--- config.mk ---
export PLATFORM = sky130hd
export DESIGN_NAME = base64url_stream_decoder_core
export DESIGN_NICKNAME = d
export VERILOG_FILES = /design/src/rtl/core/b64d_pkg.sv /design/src/rtl/core/b64d_front.sv /design/src/rtl/core/b64d_job_fifo.sv /design/src/rtl/core/b64d_back.sv /design/src/rtl/core/base64url_stream_decoder_core.sv
export VERILOG_INCLUDE_DIRS = /design/src /design/src/rtl/core
export SDC_FILE = /design/constraint.sdc
export NUM_CORES = 1
export LEC_CHECK = 0
export ABC_CLOCK_PERIOD_IN_PS = 9450
export BUFFER_PORTS_ARGS = -buffer_cell sky130_fd_sc_hd__buf_2
export CAP_MARGIN = 20
export CORE_MARGIN = 3
export CORE_UTILIZATION = 46
export CTS_BUF_LIST = sky130_fd_sc_hd__clkbuf_2
export CTS_CLUSTER_SIZE = 10
export DETAILED_ROUTE_END_ITERATION = 6
export PLACE_DENSITY = 0.74
export SYNTH_ARGS = -nofsm -noshare
export SYNTH_HDL_FRONTEND = slang
export SYNTH_SLANG_ARGS = --single-unit
--- constraint.sdc ---
create_clock -name clk -period 9.45 [get_ports clk]
set_input_delay 0.4725 -clock clk [delete_from_list [all_inputs] [get_ports clk]]
set_output_delay 0.4725 -clock clk [all_outputs]
set_load 0.03 [all_outputs]
--- src/rtl/core/base64url_stream_decoder_core_macros.svh ---
// Assertion macros shared by the stream decoder RTL.
// Depends on nothing; included by base64url_stream_decoder_core, which carries the assertions.
`ifndef BASE64URL_STREAM_DECODER_CORE_MACROS_SVH
`define BASE64URL_STREAM_DECODER_CORE_MACROS_SVH

// Same-cycle implication, disabled during reset.
`define B64D_ASSERT_NOW(label, clk, rst, ante, cons, msg) \
  label: assert property (@(posedge clk) disable iff (rst) (ante) |-> (cons)) \
    else $error(msg);

// Next-cycle implication, disabled during reset.
`define B64D_ASSERT_NEXT(label, clk, rst, ante, cons, msg) \
  label: assert property (@(posedge clk) disable iff (rst) (ante) |=> (cons)) \
    else $error(msg);

`endif

--- src/rtl/core/b64d_pkg.sv ---
// Shared types, codes and the character map of the stream decoder.
// Depends on nothing; imported by every module of the decoder.
package b64d_pkg;

  // Character codes
  localparam logic [7:0] CHR_UPPER_A    = 8'h41;
  localparam logic [7:0] CHR_UPPER_Z    = 8'h5A;
  localparam logic [7:0] CHR_LOWER_A    = 8'h61;
  localparam logic [7:0] CHR_LOWER_Z    = 8'h7A;
  localparam logic [7:0] CHR_DIGIT_0    = 8'h30;
  localparam logic [7:0] CHR_DIGIT_9    = 8'h39;
  localparam logic [7:0] CHR_DASH       = 8'h2D;
  localparam logic [7:0] CHR_UNDERSCORE = 8'h5F;
  localparam logic [7:0] CHR_PAD        = 8'h3D;

  // Value offsets of the alphabet sections
  localparam logic [5:0] OFS_LOWER      = 6'd26;
  localparam logic [5:0] OFS_DIGIT      = 6'd52;
  localparam logic [5:0] VAL_DASH       = 6'd62;
  localparam logic [5:0] VAL_UNDERSCORE = 6'd63;

  localparam logic [15:0] CAPACITY_RESET = 16'hFFFF;
  localparam int          JOB_DEPTH      = 4;

  typedef enum logic [1:0] {
    ST_OK        = 2'd0,
    ST_BAD_CHAR  = 2'd1,
    ST_CAPACITY  = 2'd2,
    ST_LONE_TAIL = 2'd3
  } b64d_status_t;

  typedef enum logic {
    KIND_DATA    = 1'b0,
    KIND_SUMMARY = 1'b1
  } b64d_kind_t;

  typedef struct packed {
    logic [7:0] char_code;
    logic       has_char;
    logic       last;
  } b64d_item_t;

  typedef struct packed {
    b64d_kind_t   kind;
    logic [7:0]   data_byte;
    b64d_status_t status;
    logic [15:0]  byte_count;
    logic         end_of_run;
  } b64d_result_t;

  // Work handed from front to back: up to three bytes and an optional summary
  typedef struct packed {
    logic [2:0][7:0] bytes;
    logic [1:0]      nbytes;
    logic            summary;
    b64d_status_t    status;
    logic [15:0]     base_count;
  } b64d_job_t;

  typedef struct packed {
    logic       is_val;
    logic       is_pad;
    logic [5:0] val;
  } b64d_map_t;

  // Classify one character of the URL-safe alphabet
  function automatic b64d_map_t b64d_map(input logic [7:0] c);
    b64d_map_t m;
    m.is_val = 1'b1;
    m.is_pad = 1'b0;
    m.val    = '0;
    if (c >= CHR_UPPER_A && c <= CHR_UPPER_Z) begin
      m.val = 6'(c - CHR_UPPER_A);
    end else if (c >= CHR_LOWER_A && c <= CHR_LOWER_Z) begin
      m.val = 6'(c - CHR_LOWER_A) + OFS_LOWER;
    end else if (c >= CHR_DIGIT_0 && c <= CHR_DIGIT_9) begin
      m.val = 6'(c - CHR_DIGIT_0) + OFS_DIGIT;
    end else if (c == CHR_DASH) begin
      m.val = VAL_DASH;
    end else if (c == CHR_UNDERSCORE) begin
      m.val = VAL_UNDERSCORE;
    end else if (c == CHR_PAD) begin
      m.is_val = 1'b0;
      m.is_pad = 1'b1;
    end else begin
      m.is_val = 1'b0;
    end
    return m;
  endfunction

endpackage

--- src/rtl/core/b64d_front.sv ---
// Front end: accepts characters, tracks run state and builds output jobs.
// Depends on b64d_pkg.
module b64d_front (
  input  logic                 clk,
  input  logic                 rst,
  input  b64d_pkg::b64d_item_t item,
  input  logic                 accept,
  input  logic                 cfg_we,
  input  logic [15:0]          cfg_data,
  output b64d_pkg::b64d_job_t  job,
  output logic                 job_push
);
  import b64d_pkg::*;

  logic [15:0]     capacity;
  logic [2:0][5:0] pv;
  logic [1:0]      pcnt;
  logic            pad;
  b64d_status_t    err;
  logic [15:0]     bytes_out;

  b64d_map_t       m;
  logic [2:0][5:0] pv_next;
  logic [1:0]      pcnt_next;
  logic            pad_next;
  b64d_status_t    err_mid;
  b64d_status_t    err_next;
  logic [15:0]     bytes_out_next;
  logic            grp;
  logic [2:0][5:0] src;
  logic [5:0]      v3;
  logic [1:0]      n_req;
  logic [1:0]      n_emit;
  logic [16:0]     sum;
  logic            cap_fail;

  // Hold the capacity register
  always_ff @(posedge clk) begin
    if (rst) begin
      capacity <= CAPACITY_RESET;
    end else if (cfg_we) begin
      capacity <= cfg_data;
    end
  end

  // Classify the character and update the pending group
  always_comb begin
    m         = b64d_map(item.char_code);
    pv_next   = pv;
    pcnt_next = pcnt;
    pad_next  = pad;
    err_mid   = err;
    grp       = 1'b0;
    if (item.has_char && err == ST_OK && !pad) begin
      if (m.is_pad) begin
        pad_next = 1'b1;
      end else if (!m.is_val) begin
        err_mid = ST_BAD_CHAR;
      end else if (pcnt == 2'd3) begin
        grp       = 1'b1;
        pv_next   = '0;
        pcnt_next = '0;
      end else begin
        pv_next[pcnt] = m.val;
        pcnt_next     = pcnt + 2'd1;
      end
    end
  end

  // Size the emission and check it against capacity
  always_comb begin
    src = grp ? pv : pv_next;
    v3  = grp ? m.val : '0;
    if (grp) begin
      n_req = 2'd3;
    end else if (item.last && err_mid == ST_OK && pcnt_next >= 2'd2) begin
      n_req = pcnt_next - 2'd1;
    end else begin
      n_req = 2'd0;
    end
    sum            = {1'b0, bytes_out} + {15'b0, n_req};
    cap_fail       = sum > {1'b0, capacity};
    n_emit         = '0;
    err_next       = err_mid;
    bytes_out_next = bytes_out;
    if (n_req != 2'd0) begin
      if (cap_fail) begin
        err_next = ST_CAPACITY;
      end else begin
        n_emit         = n_req;
        bytes_out_next = sum[15:0];
      end
    end
    if (item.last && err_mid == ST_OK && pcnt_next == 2'd1) begin
      err_next = ST_LONE_TAIL;
    end
  end

  // Build the job for the back end
  always_comb begin
    job.bytes[0]   = {src[0], src[1][5:4]};
    job.bytes[1]   = {src[1][3:0], src[2][5:2]};
    job.bytes[2]   = {src[2][1:0], v3};
    job.nbytes     = n_emit;
    job.summary    = item.last;
    job.status     = err_next;
    job.base_count = bytes_out;
    job_push       = accept && (n_emit != 2'd0 || item.last);
  end

  // Advance run state; clear it after a summary
  always_ff @(posedge clk) begin
    if (rst) begin
      pv        <= '0;
      pcnt      <= '0;
      pad       <= 1'b0;
      err       <= ST_OK;
      bytes_out <= '0;
    end else if (accept) begin
      if (item.last) begin
        pv        <= '0;
        pcnt      <= '0;
        pad       <= 1'b0;
        err       <= ST_OK;
        bytes_out <= '0;
      end else begin
        pv        <= pv_next;
        pcnt      <= pcnt_next;
        pad       <= pad_next;
        err       <= err_next;
        bytes_out <= bytes_out_next;
      end
    end
  end

endmodule

--- src/rtl/core/b64d_job_fifo.sv ---
// Short job queue between the front and back ends, held in flops.
// Depends on b64d_pkg.
module b64d_job_fifo #(
  parameter int DEPTH = b64d_pkg::JOB_DEPTH
) (
  input  logic                clk,
  input  logic                rst,
  input  logic                wr,
  input  b64d_pkg::b64d_job_t wdata,
  output logic                full,
  input  logic                rd,
  output b64d_pkg::b64d_job_t rdata,
  output logic                empty
);
  import b64d_pkg::*;

  localparam int PW = (DEPTH > 1) ? $clog2(DEPTH) : 1;
  localparam int CW = $clog2(DEPTH + 1);
  localparam logic [PW-1:0] LAST_PTR = PW'(DEPTH - 1);
  localparam logic [CW-1:0] FULL_CNT = CW'(DEPTH);

  b64d_job_t         mem [DEPTH];
  logic [PW-1:0]     wptr;
  logic [PW-1:0]     rptr;
  logic [CW-1:0]     count;
  logic              do_wr;
  logic              do_rd;

  assign full  = count == FULL_CNT;
  assign empty = count == '0;
  assign do_wr = wr && !full;
  assign do_rd = rd && !empty;
  assign rdata = mem[rptr];

  // Store the written job
  always_ff @(posedge clk) begin
    if (do_wr) begin
      mem[wptr] <= wdata;
    end
  end

  // Advance pointers and occupancy
  always_ff @(posedge clk) begin
    if (rst) begin
      wptr  <= '0;
      rptr  <= '0;
      count <= '0;
    end else begin
      if (do_wr) begin
        wptr <= (wptr == LAST_PTR) ? '0 : wptr + PW'(1);
      end
      if (do_rd) begin
        rptr <= (rptr == LAST_PTR) ? '0 : rptr + PW'(1);
      end
      if (do_wr && !do_rd) begin
        count <= count + CW'(1);
      end else if (do_rd && !do_wr) begin
        count <= count - CW'(1);
      end
    end
  end

endmodule

--- src/rtl/core/b64d_back.sv ---
// Back end: expands jobs into data and summary results behind an output register.
// Depends on b64d_pkg.
module b64d_back (
  input  logic                   clk,
  input  logic                   rst,
  input  logic                   q_empty,
  input  b64d_pkg::b64d_job_t    q_rdata,
  output logic                   q_rd,
  input  logic                   pop,
  output logic                   empty,
  output b64d_pkg::b64d_result_t result
);
  import b64d_pkg::*;

  logic         job_valid;
  b64d_job_t    job;
  logic [1:0]   idx;
  logic         out_valid;
  b64d_result_t res_next;
  logic         res_last;
  logic         advance;

  // Form the result at the current position of the job
  always_comb begin
    res_next = '0;
    if (idx < job.nbytes) begin
      res_next.kind       = KIND_DATA;
      res_next.status     = ST_OK;
      res_next.byte_count = job.base_count + {14'b0, idx} + 16'd1;
      case (idx)
        2'd0:    res_next.data_byte = job.bytes[0];
        2'd1:    res_next.data_byte = job.bytes[1];
        default: res_next.data_byte = job.bytes[2];
      endcase
      res_last = (idx == job.nbytes - 2'd1) && !job.summary;
    end else begin
      res_next.kind       = KIND_SUMMARY;
      res_next.data_byte  = '0;
      res_next.status     = job.status;
      res_next.byte_count = job.base_count + {14'b0, job.nbytes};
      res_last            = 1'b1;
    end
    res_next.end_of_run = res_last;
  end

  // Move a result when the output register is free or being drained
  assign advance = job_valid && (!out_valid || pop);
  assign q_rd    = !q_empty && (!job_valid || (advance && res_last));
  assign empty   = !out_valid;

  // Hold the current job and its position
  always_ff @(posedge clk) begin
    if (rst) begin
      job_valid <= 1'b0;
      idx       <= '0;
    end else if (q_rd) begin
      job_valid <= 1'b1;
      idx       <= '0;
    end else if (advance) begin
      if (res_last) begin
        job_valid <= 1'b0;
        idx       <= '0;
      end else begin
        idx <= idx + 2'd1;
      end
    end
  end

  always_ff @(posedge clk) begin
    if (q_rd) begin
      job <= q_rdata;
    end
  end

  // Output register
  always_ff @(posedge clk) begin
    if (rst) begin
      out_valid <= 1'b0;
    end else if (advance) begin
      out_valid <= 1'b1;
    end else if (pop) begin
      out_valid <= 1'b0;
    end
  end

  always_ff @(posedge clk) begin
    if (advance) begin
      result <= res_next;
    end
  end

endmodule

--- src/rtl/core/base64url_stream_decoder_core.sv ---
// URL-safe Base64 stream decoder, one character per input transaction.
// Input side is a queue: push an item while full is low; it is taken at that edge.
// Result side is a queue: while empty is low the oldest result sits on result;
// pop takes it. Each item gives zero to four results: up to three decoded bytes,
// and on an item marked last, tail bytes plus one summary with status and count.
// Configuration: cfg_data is written to the output capacity when cfg_valid is
// high; cfg_ready is always high. Write it only while the decoder is idle.
// The first result of an item passes the job queue, the back end's job register and the output register.
// Throughput: one item per cycle while each item yields at most one result and the
// receiver does not stall; the back end drains one result per cycle unless stalled,
// so the results of an item leave one at a time, and the job queue (QUEUE_DEPTH jobs) absorbs bursts.
// When the receiver stalls, the output register holds, the queue fills, and
// full rises; accepted items are never dropped.
// Reset (rst, synchronous) empties the queue, clears run state, and sets the
// capacity to 65535.
// Depends on b64d_pkg, b64d_front, b64d_job_fifo, b64d_back and the macro header.
`include "base64url_stream_decoder_core_macros.svh"

module base64url_stream_decoder_core #(
  parameter int QUEUE_DEPTH = b64d_pkg::JOB_DEPTH
) (
  input  logic                   clk,
  input  logic                   rst,
  input  logic                   push,
  output logic                   full,
  input  b64d_pkg::b64d_item_t   item,
  input  logic                   cfg_valid,
  output logic                   cfg_ready,
  input  logic [15:0]            cfg_data,
  output logic                   empty,
  input  logic                   pop,
  output b64d_pkg::b64d_result_t result
);
  import b64d_pkg::*;

  logic      accept;
  logic      cfg_we;
  b64d_job_t job_in;
  logic      job_push;
  b64d_job_t job_out;
  logic      q_empty;
  logic      q_full;
  logic      q_rd;

  assign cfg_ready = 1'b1;
  assign cfg_we    = cfg_valid && cfg_ready;
  assign full      = q_full;
  assign accept    = push && !q_full;

  b64d_front u_front (
    .clk      (clk),
    .rst      (rst),
    .item     (item),
    .accept   (accept),
    .cfg_we   (cfg_we),
    .cfg_data (cfg_data),
    .job      (job_in),
    .job_push (job_push)
  );

  b64d_job_fifo #(
    .DEPTH (QUEUE_DEPTH)
  ) u_fifo (
    .clk   (clk),
    .rst   (rst),
    .wr    (job_push),
    .wdata (job_in),
    .full  (q_full),
    .rd    (q_rd),
    .rdata (job_out),
    .empty (q_empty)
  );

  b64d_back u_back (
    .clk     (clk),
    .rst     (rst),
    .q_empty (q_empty),
    .q_rdata (job_out),
    .q_rd    (q_rd),
    .pop     (pop),
    .empty   (empty),
    .result  (result)
  );

  // A summary always closes the results of its item
  `B64D_ASSERT_NOW(a_summary_ends, clk, rst, !empty && result.kind == KIND_SUMMARY, result.end_of_run, "summary result without end_of_run")
  // Data bytes never carry an error status
  `B64D_ASSERT_NOW(a_data_status_ok, clk, rst, !empty && result.kind == KIND_DATA, result.status == ST_OK, "data result with nonzero status")
  // An item marked last always leaves work behind
  `B64D_ASSERT_NEXT(a_last_queued, clk, rst, accept && item.last, !q_empty || !empty, "last item produced no job")

endmodule
==> flow_summary.json, run 1 <==
{
  "fin_crit_ps": 7090,
  "synth-edff-count": 253,
  "via_count": 8181,
  "drt-wirelength-per-cell_microns": 16.6,
  "final.setup.worst_slack_ps": 2360,
  "synth_largest_area_cell": "sky130_fd_sc_hd__edfxtp_1",
  "globalRouteTotalUtil": 0.163,
  "floorplan.io_pins": 62,
  "detailedRoute.firstIterationViolations": 527,
  "timing_worst_setup_path_type": "register to register",
  "htree_num_levels": 3,
  "finalClockSkew_ps": 98.5,
  "synth_async_sr_flop_share": 0,
  "flow.area_growth_from_synthesis_pct": 11.9,
  "critical_path.max_stage_delay_ps": 750,
  "grt_pass1_wl_microns": 40800,
  "hold_viol": 0,
  "place_hpwl_microns": 17000,
  "cts_tree": "yes",
  "detailedRoute.firstPassIterationCount": 5,
  "antenna_found_initial": 1,
  "postLayoutCellArea_sq_um": 15300,
  "tns_ps": 0,
  "r2r-end": "u_fifo.mem[1][36]",
  "critical_path_arrival_ps": 7580,
  "synthMuxAreaShare": 0.0885,
  "post_dp_cell_area_sq_um": 14400,
  "synth.net_count": 1030,
  "floorplan.die_area_sq_um": 31900,
  "max_slew_margin": 0.396,
  "finalWeightedCongestion": 0.851,
  "drive_above_1_share": 0.243,
  "final_max_slew_viol_count": 0,
  "r2r.worst_path.cells": 20,
  "fp.dieW_microns": 179,
  "xor_and_xnor_fraction_of_the_mapped_netlist_area": 0.0166,
  "buffer_ports.inserted": 60,
  "hold_path_class": "input pin to register",
  "worst_ir_drop_vdd_mv": 0.146,
  "setup_violators_final": 0,
  "cellPowerDensity_nw_per_um2": 239,
  "ff2ff_setup_slack_ps": 2360,
  "clock-root-buffer": "sky130_fd_sc_hd__clkbuf_2",
  "synth_area_in_adders": 0.0469,
  "synthMostInstantiatedCell": "sky130_fd_sc_hd__edfxtp_1",
  "synth.top_cells.by_area": "sky130_fd_sc_hd__edfxtp_1 (55%), sky130_fd_sc_hd__dfxtp_1 (9.6%), sky130_fd_sc_hd__mux4_2 (7.4%)",
  "drt-total-wl_microns": 25500,
  "cts.reportedPaths.clkPinSlew_ps": 110,
  "synth_top_cell_area_share": 0.554,
  "synth_seq_cells": 319,
  "final.period_utilization": 0.751,
  "yosys.cell_types.count": 71,
  "pre_cts_ws_ps": 1560,
  "setup_repair_after_global_routing_missed_its_margin": "false",
  "worst-endpoint-required_ps": 9930,
  "globalRoute.totalOverflow": 0,
  "worst_setup_path_startpoint": "u_front.err[1]",
  "grt_pass1_vias": 7922,
  "floorplan.initialDensity": 0.473,
  "path_cells": "or4b_2 > a21oi_4 > mux2i_1 > inv_1 > ha_1 > a41o_1 > inv_1 > fa_1 > or4_4 > nor3_1 > and3_1 > nand2b_1 > nand2_1 > ha_1 > nand4_1 > o32ai_1 > o2111a_4 > nand2b_4 > and2_2 > buf_4",
  "critical_path_peak_fanout": 34,
  "drt_antenna_net_count": 0,
  "cp_slowest_cell": "sky130_fd_sc_hd__or4b_2",
  "die_h_microns": 179,
  "synth_simple_gate_area_share": 0.0860,
  "cp-start-kind": "register",
  "synth_cells": 950,
  "ys_warn_count": 0,
  "maxCapViolations": 0,
  "critical_path.endpoint": "u_fifo.mem[1][36]",
  "p_leak_nw": 5.96,
  "fp-row-count": 62,
  "yosysSeqAreaShare": 0.650,
  "synthFlopType": "sky130_fd_sc_hd__edfxtp_1",
  "timing.rr.start": "u_front.err[1]",
  "slew_at_the_pin_closest_to_its_max_slew_limit_ps": 899,
  "cts.repair.resized": 0,
  "cts_inserted_buffers": 79,
  "core_area_sq_um": 29000,
  "final_nets": 1165,
  "drt_drc_violations_left": 0,
  "clock.fmax_ghz": 0.141,
  "syn_area_sq_um": 13700,
  "run_status": "completed",
  "route.detailed.vias_per_inst": 5.34,
  "clock_tree_sinks": 319,
  "ctsLongestPathBuffers": 3,
  "synth_area_per_cell_sq_um": 14.4,
  "grt_start_max_net_pins": 49,
  "clk_latency_ps": 850,
  "synth-compound-area-share": 0.0854,
  "setup.worst_path.end_class": "register",
  "combinational_family_with_the_most_area_after_synthesis": "multiplexers",
  "synth.cells.most_frequent": "sky130_fd_sc_hd__edfxtp_1 (253), sky130_fd_sc_hd__nand2_1 (94), sky130_fd_sc_hd__dfxtp_1 (66)"
}
-- critical path: cells and delay by family (launching register included) --
| kind | cells | cell delay (ps) |
|---|---|---|
| AND/OR/NAND/NOR | 9 | 3150 |
| AO/OA/AOI/OAI | 4 | 1240 |
| buffers and inverters | 3 | 520 |
| flip-flops | 1 | 380 |
| multiplexers | 1 | 340 |
| adder cells (fa/ha/maj) | 3 | 1110 |
-- power by group --
| part | total (mW) | leakage (nW) | switching, mW | internal, mW |
|---|---|---|---|---|
| clock network | 0.886 | 0.548 | 0.523 | 0.363 |
| registers | 1.89 | 3.10 | 0.0825 | 1.81 |
| logic | 0.894 | 2.30 | 0.546 | 0.349 |
| total | 3.67 | 5.96 | 1.15 | 2.52 |
-- logic make-up (layout without fill, tap and decap cells) --
kind of cell | Yosys count | after routing
AND/OR/NAND/NOR | 237 | 237
adder cells (fa/ha/maj) | 49 | 49
AO/OA/AOI/OAI | 169 | 169
other | 1 | 2
buffers and inverters | 86 | 282
XOR/XNOR | 26 | 26
multiplexers | 63 | 63
flip-flops | 319 | 319
-- cell usage in the layout, fill, tap and decap left out, types with 12 or more instances in the layout --
master	Yosys	routed
sky130_fd_sc_hd__clkinv_1	1	19
sky130_fd_sc_hd__a21oi_1	35	35
sky130_fd_sc_hd__nand2b_1	14	14
sky130_fd_sc_hd__mux2_2	12	12
sky130_fd_sc_hd__nand3_1	12	12
sky130_fd_sc_hd__o211ai_1	17	17
sky130_fd_sc_hd__dlygate4sd3_1	0	19
sky130_fd_sc_hd__a22o_1	14	14
sky130_fd_sc_hd__xnor2_1	20	20
sky130_fd_sc_hd__nand2_1	94	94
sky130_fd_sc_hd__mux4_2	45	45
sky130_fd_sc_hd__nor3_1	13	13
sky130_fd_sc_hd__ha_1	45	45
sky130_fd_sc_hd__clkbuf_2	1	118
sky130_fd_sc_hd__nor2_1	35	35
sky130_fd_sc_hd__buf_2	5	60
sky130_fd_sc_hd__o21ai_0	36	36
sky130_fd_sc_hd__edfxtp_1	253	253
sky130_fd_sc_hd__dfxtp_1	66	64
sky130_fd_sc_hd__inv_1	50	49
-- how the worst min path moves through the flow --
stage	start	to	slack, ps	cells past startpoint
after floorplan	u_front.pv[0]	u_front.pv[0]	420	2
after global placement	u_front.pv[0]	u_front.pv[0]	440	2
after detailed placement	u_front.pv[5]	u_front.pv[5]	440	2
after CTS	rst	u_fifo.rptr[0]	9	2
after global routing	rst	u_fifo.count[0]	20	2
final	rst	u_fifo.count[0]	70	2
-- layout make-up --
type / count / area [sq um]
diodes: 1 / 2.50
fillers: 2482 / 13700
flip-flops and latches: 319 / 8920
repair buffers: 88 / 578
inverters: 52 / 195
clock inverters: 24 / 135
clock buffers: 118 / 591
multi-input cells: 545 / 4440
well taps: 384 / 480
-- through the flow --
stage | std cells | util | hold WS [ps] | total power, mW
floorplan | 950 | - | 420 | 2.58
global placement | 1368 | 0.496 | 435 | 2.80
detailed placement | 1368 | 0.496 | 443 | 2.82
CTS | 1529 | 0.528 | 9.35 | 3.71
global route | 1531 | 0.529 | 15.6 | 3.90
finish | 1531 | 0.529 | 69.7 | 3.67
-- per-layer routing --
| metal | part of all wire | up-vias | track usage | wire length (microns) |
|---|---|---|---|---|
| li1 | - | 3944 | - | - |
| met1 | 0.48 | 3932 | 0.238 | 12100 |
| met2 | 0.45 | 259 | 0.238 | 11300 |
| met3 | 0.060 | 46 | 0.0404 | 1530 |
| met4 | 0.019 | 0 | 0.0588 | 481 |
| met5 | 0 | - | 0 | 0 |
-- flip-flops by register name (all words and copies together), names as in the netlist, 2 cells and up --
| signal | cells |
|---|---|
| u_back.idx | 2 |
| u_back.job | 45 |
| u_back.result | 28 |
| u_fifo.count | 3 |
| u_fifo.mem | 180 |
| u_fifo.rptr | 2 |
| u_fifo.wptr | 2 |
| u_front.bytes_out | 16 |
| u_front.capacity | 16 |
| u_front.err | 2 |
| u_front.pcnt | 2 |
| u_front.pv | 18 |
-- what timing repair did --
item	in CTS	in global routing
hold buffers	19	0
setup buffers	0	0
hold endpoints to repair	22	0
(Power assumes the default switching activity.)
==> run 2: changes to the inputs <==
Settings changed: ABC_AREA set to 1, ABC_CLOCK_PERIOD_IN_PS 9450 to 6100, PLACE_DENSITY 0.74 to 0.76.
Clock period 9.45 ns to 6.1 ns, I/O delays scaled along.
==> run 2 against run 1 <==
Effect of this change:
- synthesized cell count rose by 40%
- final cell count rose by 27%
- total power rose by 62%
- die area rose by 4.6%
- maximum frequency rose by 31%
- highest routed layer unchanged
==> flow_summary.json, run 2 <==
{
  "final_cell_mix": "sky130_fd_sc_hd__edfxtp_1 (253), sky130_fd_sc_hd__nand2_1 (167), sky130_fd_sc_hd__o21ai_0 (146)",
  "critical_path_peak_fanout": 5,
  "drt_antenna_net_count": 0,
  "final.period_utilization": 0.885,
  "clock.fmax_ghz": 0.185,
  "via_count": 10300,
  "globalRoute.totalOverflow": 0,
  "clock_tree_sinks": 319,
  "drt-total-wl_microns": 30200,
  "cts-hold-fix-buffers": 51,
  "antenna_found_initial": 1,
  "xor_and_xnor_fraction_of_the_mapped_netlist_area": 0.0213,
  "hold_viol": 0,
  "maxCapViolations": 0,
  "critical_path.max_stage_delay_ps": 440,
  "finalClockSkew_ps": 82.4,
  "fp-row-count": 64,
  "setup_repair_after_global_routing_missed_its_margin": "false",
  "r2r-end": "u_fifo.count[2]",
  "postLayoutCellArea_sq_um": 16400,
  "r2r.worst_path.cells": 36,
  "largest-register": "u_fifo.mem",
  "synth_top_cell_area_share": 0.529,
  "setup_violators_final": 0,
  "drt_drc_violations_left": 0,
  "synthMuxAreaShare": 0,
  "clk_latency_ps": 850,
  "ff2ff_setup_slack_ps": 700,
  "cts_inserted_buffers": 79,
  "htree_num_levels": 3,
  "yosysSeqAreaShare": 0.621,
  "clkPwrFrac": 0.234,
  "syn_area_sq_um": 14400,
  "drive_above_1_share": 0.180,
  "synth_seq_cells": 319,
  "comb_power_share": 0.263,
  "final.setup.worst_slack_ps": 703,
  "synth_largest_area_cell": "sky130_fd_sc_hd__edfxtp_1",
  "total_power_mw": 5.94,
  "ys_warn_count": 0,
  "synth_cells": 1331,
  "max_slew_margin": 0.389,
  "timing.rr.start": "u_front.pcnt[1]",
  "timing.critical_path.depth": 36,
  "worst_ir_drop_vdd_mv": 0.217,
  "post_dp_cell_area_sq_um": 15200,
  "min_delay_path_depth": 3,
  "tns_ps": 0,
  "die_h_microns": 183,
  "hp-start": "rst",
  "drt-wirelength-per-cell_microns": 15.6,
  "cts.repair.resized": 0,
  "buffer_ports.inserted": 60,
  "combinational_family_with_the_most_area_after_synthesis": "simple AND/OR/NAND/NOR gates",
  "globalRouteTotalUtil": 0.180,
  "cts_tree": "yes",
  "cts.reportedPaths.clkPinSlew_ps": 120,
  "pre_cts_ws_ps": 113,
  "grt_pass1_wl_microns": 49100,
  "detailedRoute.firstIterationViolations": 819,
  "holdPathEnd": "u_front.bytes_out[4]",
  "grt_start_max_net_pins": 94,
  "synth_simple_gate_area_share": 0.131,
  "ctsLongestPathBuffers": 3,
  "largest_register_ff_count": 180,
  "place_hpwl_microns": 18800,
  "fin_crit_ps": 5400,
  "synth-edff-count": 253,
  "layout.cells.non_filler": 1941,
  "synthMostInstantiatedCell": "sky130_fd_sc_hd__edfxtp_1",
  "timing_worst_setup_path_type": "register to register",
  "critical_path.n_buffers_inverters": 7,
  "finalWeightedCongestion": 0.854,
  "layout.cells.most_common": "sky130_fd_sc_hd__edfxtp_1",
  "synth_area_in_adders": 0.0448,
  "critical_path_arrival_ps": 6140,
  "core_area_sq_um": 30700,
  "run_status": "completed",
  "route.detailed.vias_per_inst": 5.30,
  "synth.top_cells.by_area": "sky130_fd_sc_hd__edfxtp_1 (53%), sky130_fd_sc_hd__dfxtp_1 (9.2%), sky130_fd_sc_hd__o21ai_0 (5.1%)",
  "cp-start-kind": "register",
  "layout.filler_cells": 2645,
  "synth.net_count": 1411,
  "cp_slowest_cell": "sky130_fd_sc_hd__dfxtp_1",
  "detailedRoute.firstPassIterationCount": 5,
  "flow.area_growth_from_synthesis_pct": 14.1,
  "yosys.cell_types.count": 44,
  "final_nets": 1562,
  "hold_path_class": "input pin to register",
  "clock-root-buffer": "sky130_fd_sc_hd__clkbuf_2",
  "synthFlopType": "sky130_fd_sc_hd__edfxtp_1",
  "floorplan.io_pins": 62,
  "synth_async_sr_flop_share": 0,
  "most_frequent_cp_cell": "sky130_fd_sc_hd__inv_1",
  "share_of_total_power_in_sequential_cells": 0.503,
  "dpl.cell_count": 1746,
  "synth-compound-area-share": 0.131,
  "cellPowerDensity_nw_per_um2": 362,
  "grt_pass1_vias": 9994,
  "p_leak_nw": 6.21,
  "synth_area_per_cell_sq_um": 10.8,
  "synth.cells.most_frequent": "sky130_fd_sc_hd__edfxtp_1 (253), sky130_fd_sc_hd__nand2_1 (167), sky130_fd_sc_hd__o21ai_0 (146)",
  "cpLargestDelayFamily": "adder cells",
  "floorplan.initialDensity": 0.469,
  "swShare": 0.350,
  "final_max_slew_viol_count": 0,
  "biggestRegsByFlops": "u_fifo.mem: 180 flops, u_back.job: 45 flops, u_back.result: 28 flops",
  "setup.worst_path.end_class": "register",
  "cts_setup_buffers": 0,
  "floorplan.die_area_sq_um": 33400,
  "switching_power_mw": 2.08,
  "fp.dieW_microns": 183,
  "slew_at_the_pin_closest_to_its_max_slew_limit_ps": 910,
  "worst-endpoint-required_ps": 6850,
  "internal_power_mw": 3.86
}
-- run 2: cell types whose count changed after synthesis, moves of 42 or more --
cell	delta
sky130_fd_sc_hd__mux4_2	-45
sky130_fd_sc_hd__inv_1	+64
sky130_fd_sc_hd__nor2_1	+103
sky130_fd_sc_hd__nand2_1	+73
sky130_fd_sc_hd__o22ai_1	+42
sky130_fd_sc_hd__o21ai_0	+110
-- run 2: how the worst max path moves through the flow --
stage	slack (ps)	startpoint	end
2_1_floorplan	-810	item[3]	u_fifo.mem[3][0]
3_3_place_gp	260	item[5]	u_fifo.count[2]
3_5_place_dp	110	item[5]	u_fifo.count[2]
4_1_cts	700	u_front.pcnt[1]	u_fifo.count[2]
5_1_grt	110	u_front.pcnt[1]	u_fifo.count[2]
6_report	700	u_front.pcnt[1]	u_fifo.count[2]
-- run 2: per-layer routing --
metal / up-vias / share of wire / global-route usage
met4: 0 / 0.020 / 0.0622
met5: - / 0 / 0
met3: 53 / 0.066 / 0.0401
li1: 5041 / - / -
met1: 4855 / 0.45 / 0.248
met2: 331 / 0.47 / 0.286
-- run 2: power by group through the flow --
stage | Clock, mW | Sequential, mW | Combinational, mW
after floorplan | 0 | 3.18 | 0.933
after global placement | 0 | 3.03 | 1.48
after detailed placement | 0 | 3.04 | 1.54
after CTS | 1.44 | 2.99 | 1.57
after global routing | 1.56 | 3.02 | 1.75
final | 1.39 | 2.99 | 1.56
-- run 2: cell families after synthesis --
group,after synthesis
fa+ha+maj,49
xor+xnor,35
other cells,1
flops,319
compound gates,339
buf+inv,180
simple gates,408
-- run 2: worst register-to-register path: cells and delay by family (launching register included) --
family	cells	cell delay, ps
buffers and inverters	7	440
AO/OA/AOI/OAI	4	510
adder cells (fa/ha/maj)	6	1880
XOR/XNOR	1	210
flip-flops	1	440
AND/OR/NAND/NOR	18	1810
-- run 2: final cells by class --
type | instances | area [sq um] | area share
tap | 396 | 495 | 0.0302
antenna | 1 | 2.50 | 0.000153
sequential | 319 | 8920 | 0.544
multi-input combinational | 832 | 4790 | 0.292
clock buffer | 120 | 601 | 0.0366
inverter | 122 | 460 | 0.0281
clock inverter | 23 | 128 | 0.00778
timing repair buffer | 128 | 1000 | 0.0611
-- run 2: through the flow --
| stage | util | hold WS, ps |
|---|---|---|
| after floorplan | - | 404 |
| after global placement | 0.494 | 451 |
| after detailed placement | 0.494 | 456 |
| after CTS | 0.535 | 61.2 |
| after global routing | 0.535 | 92.1 |
| final | 0.535 | 145 |
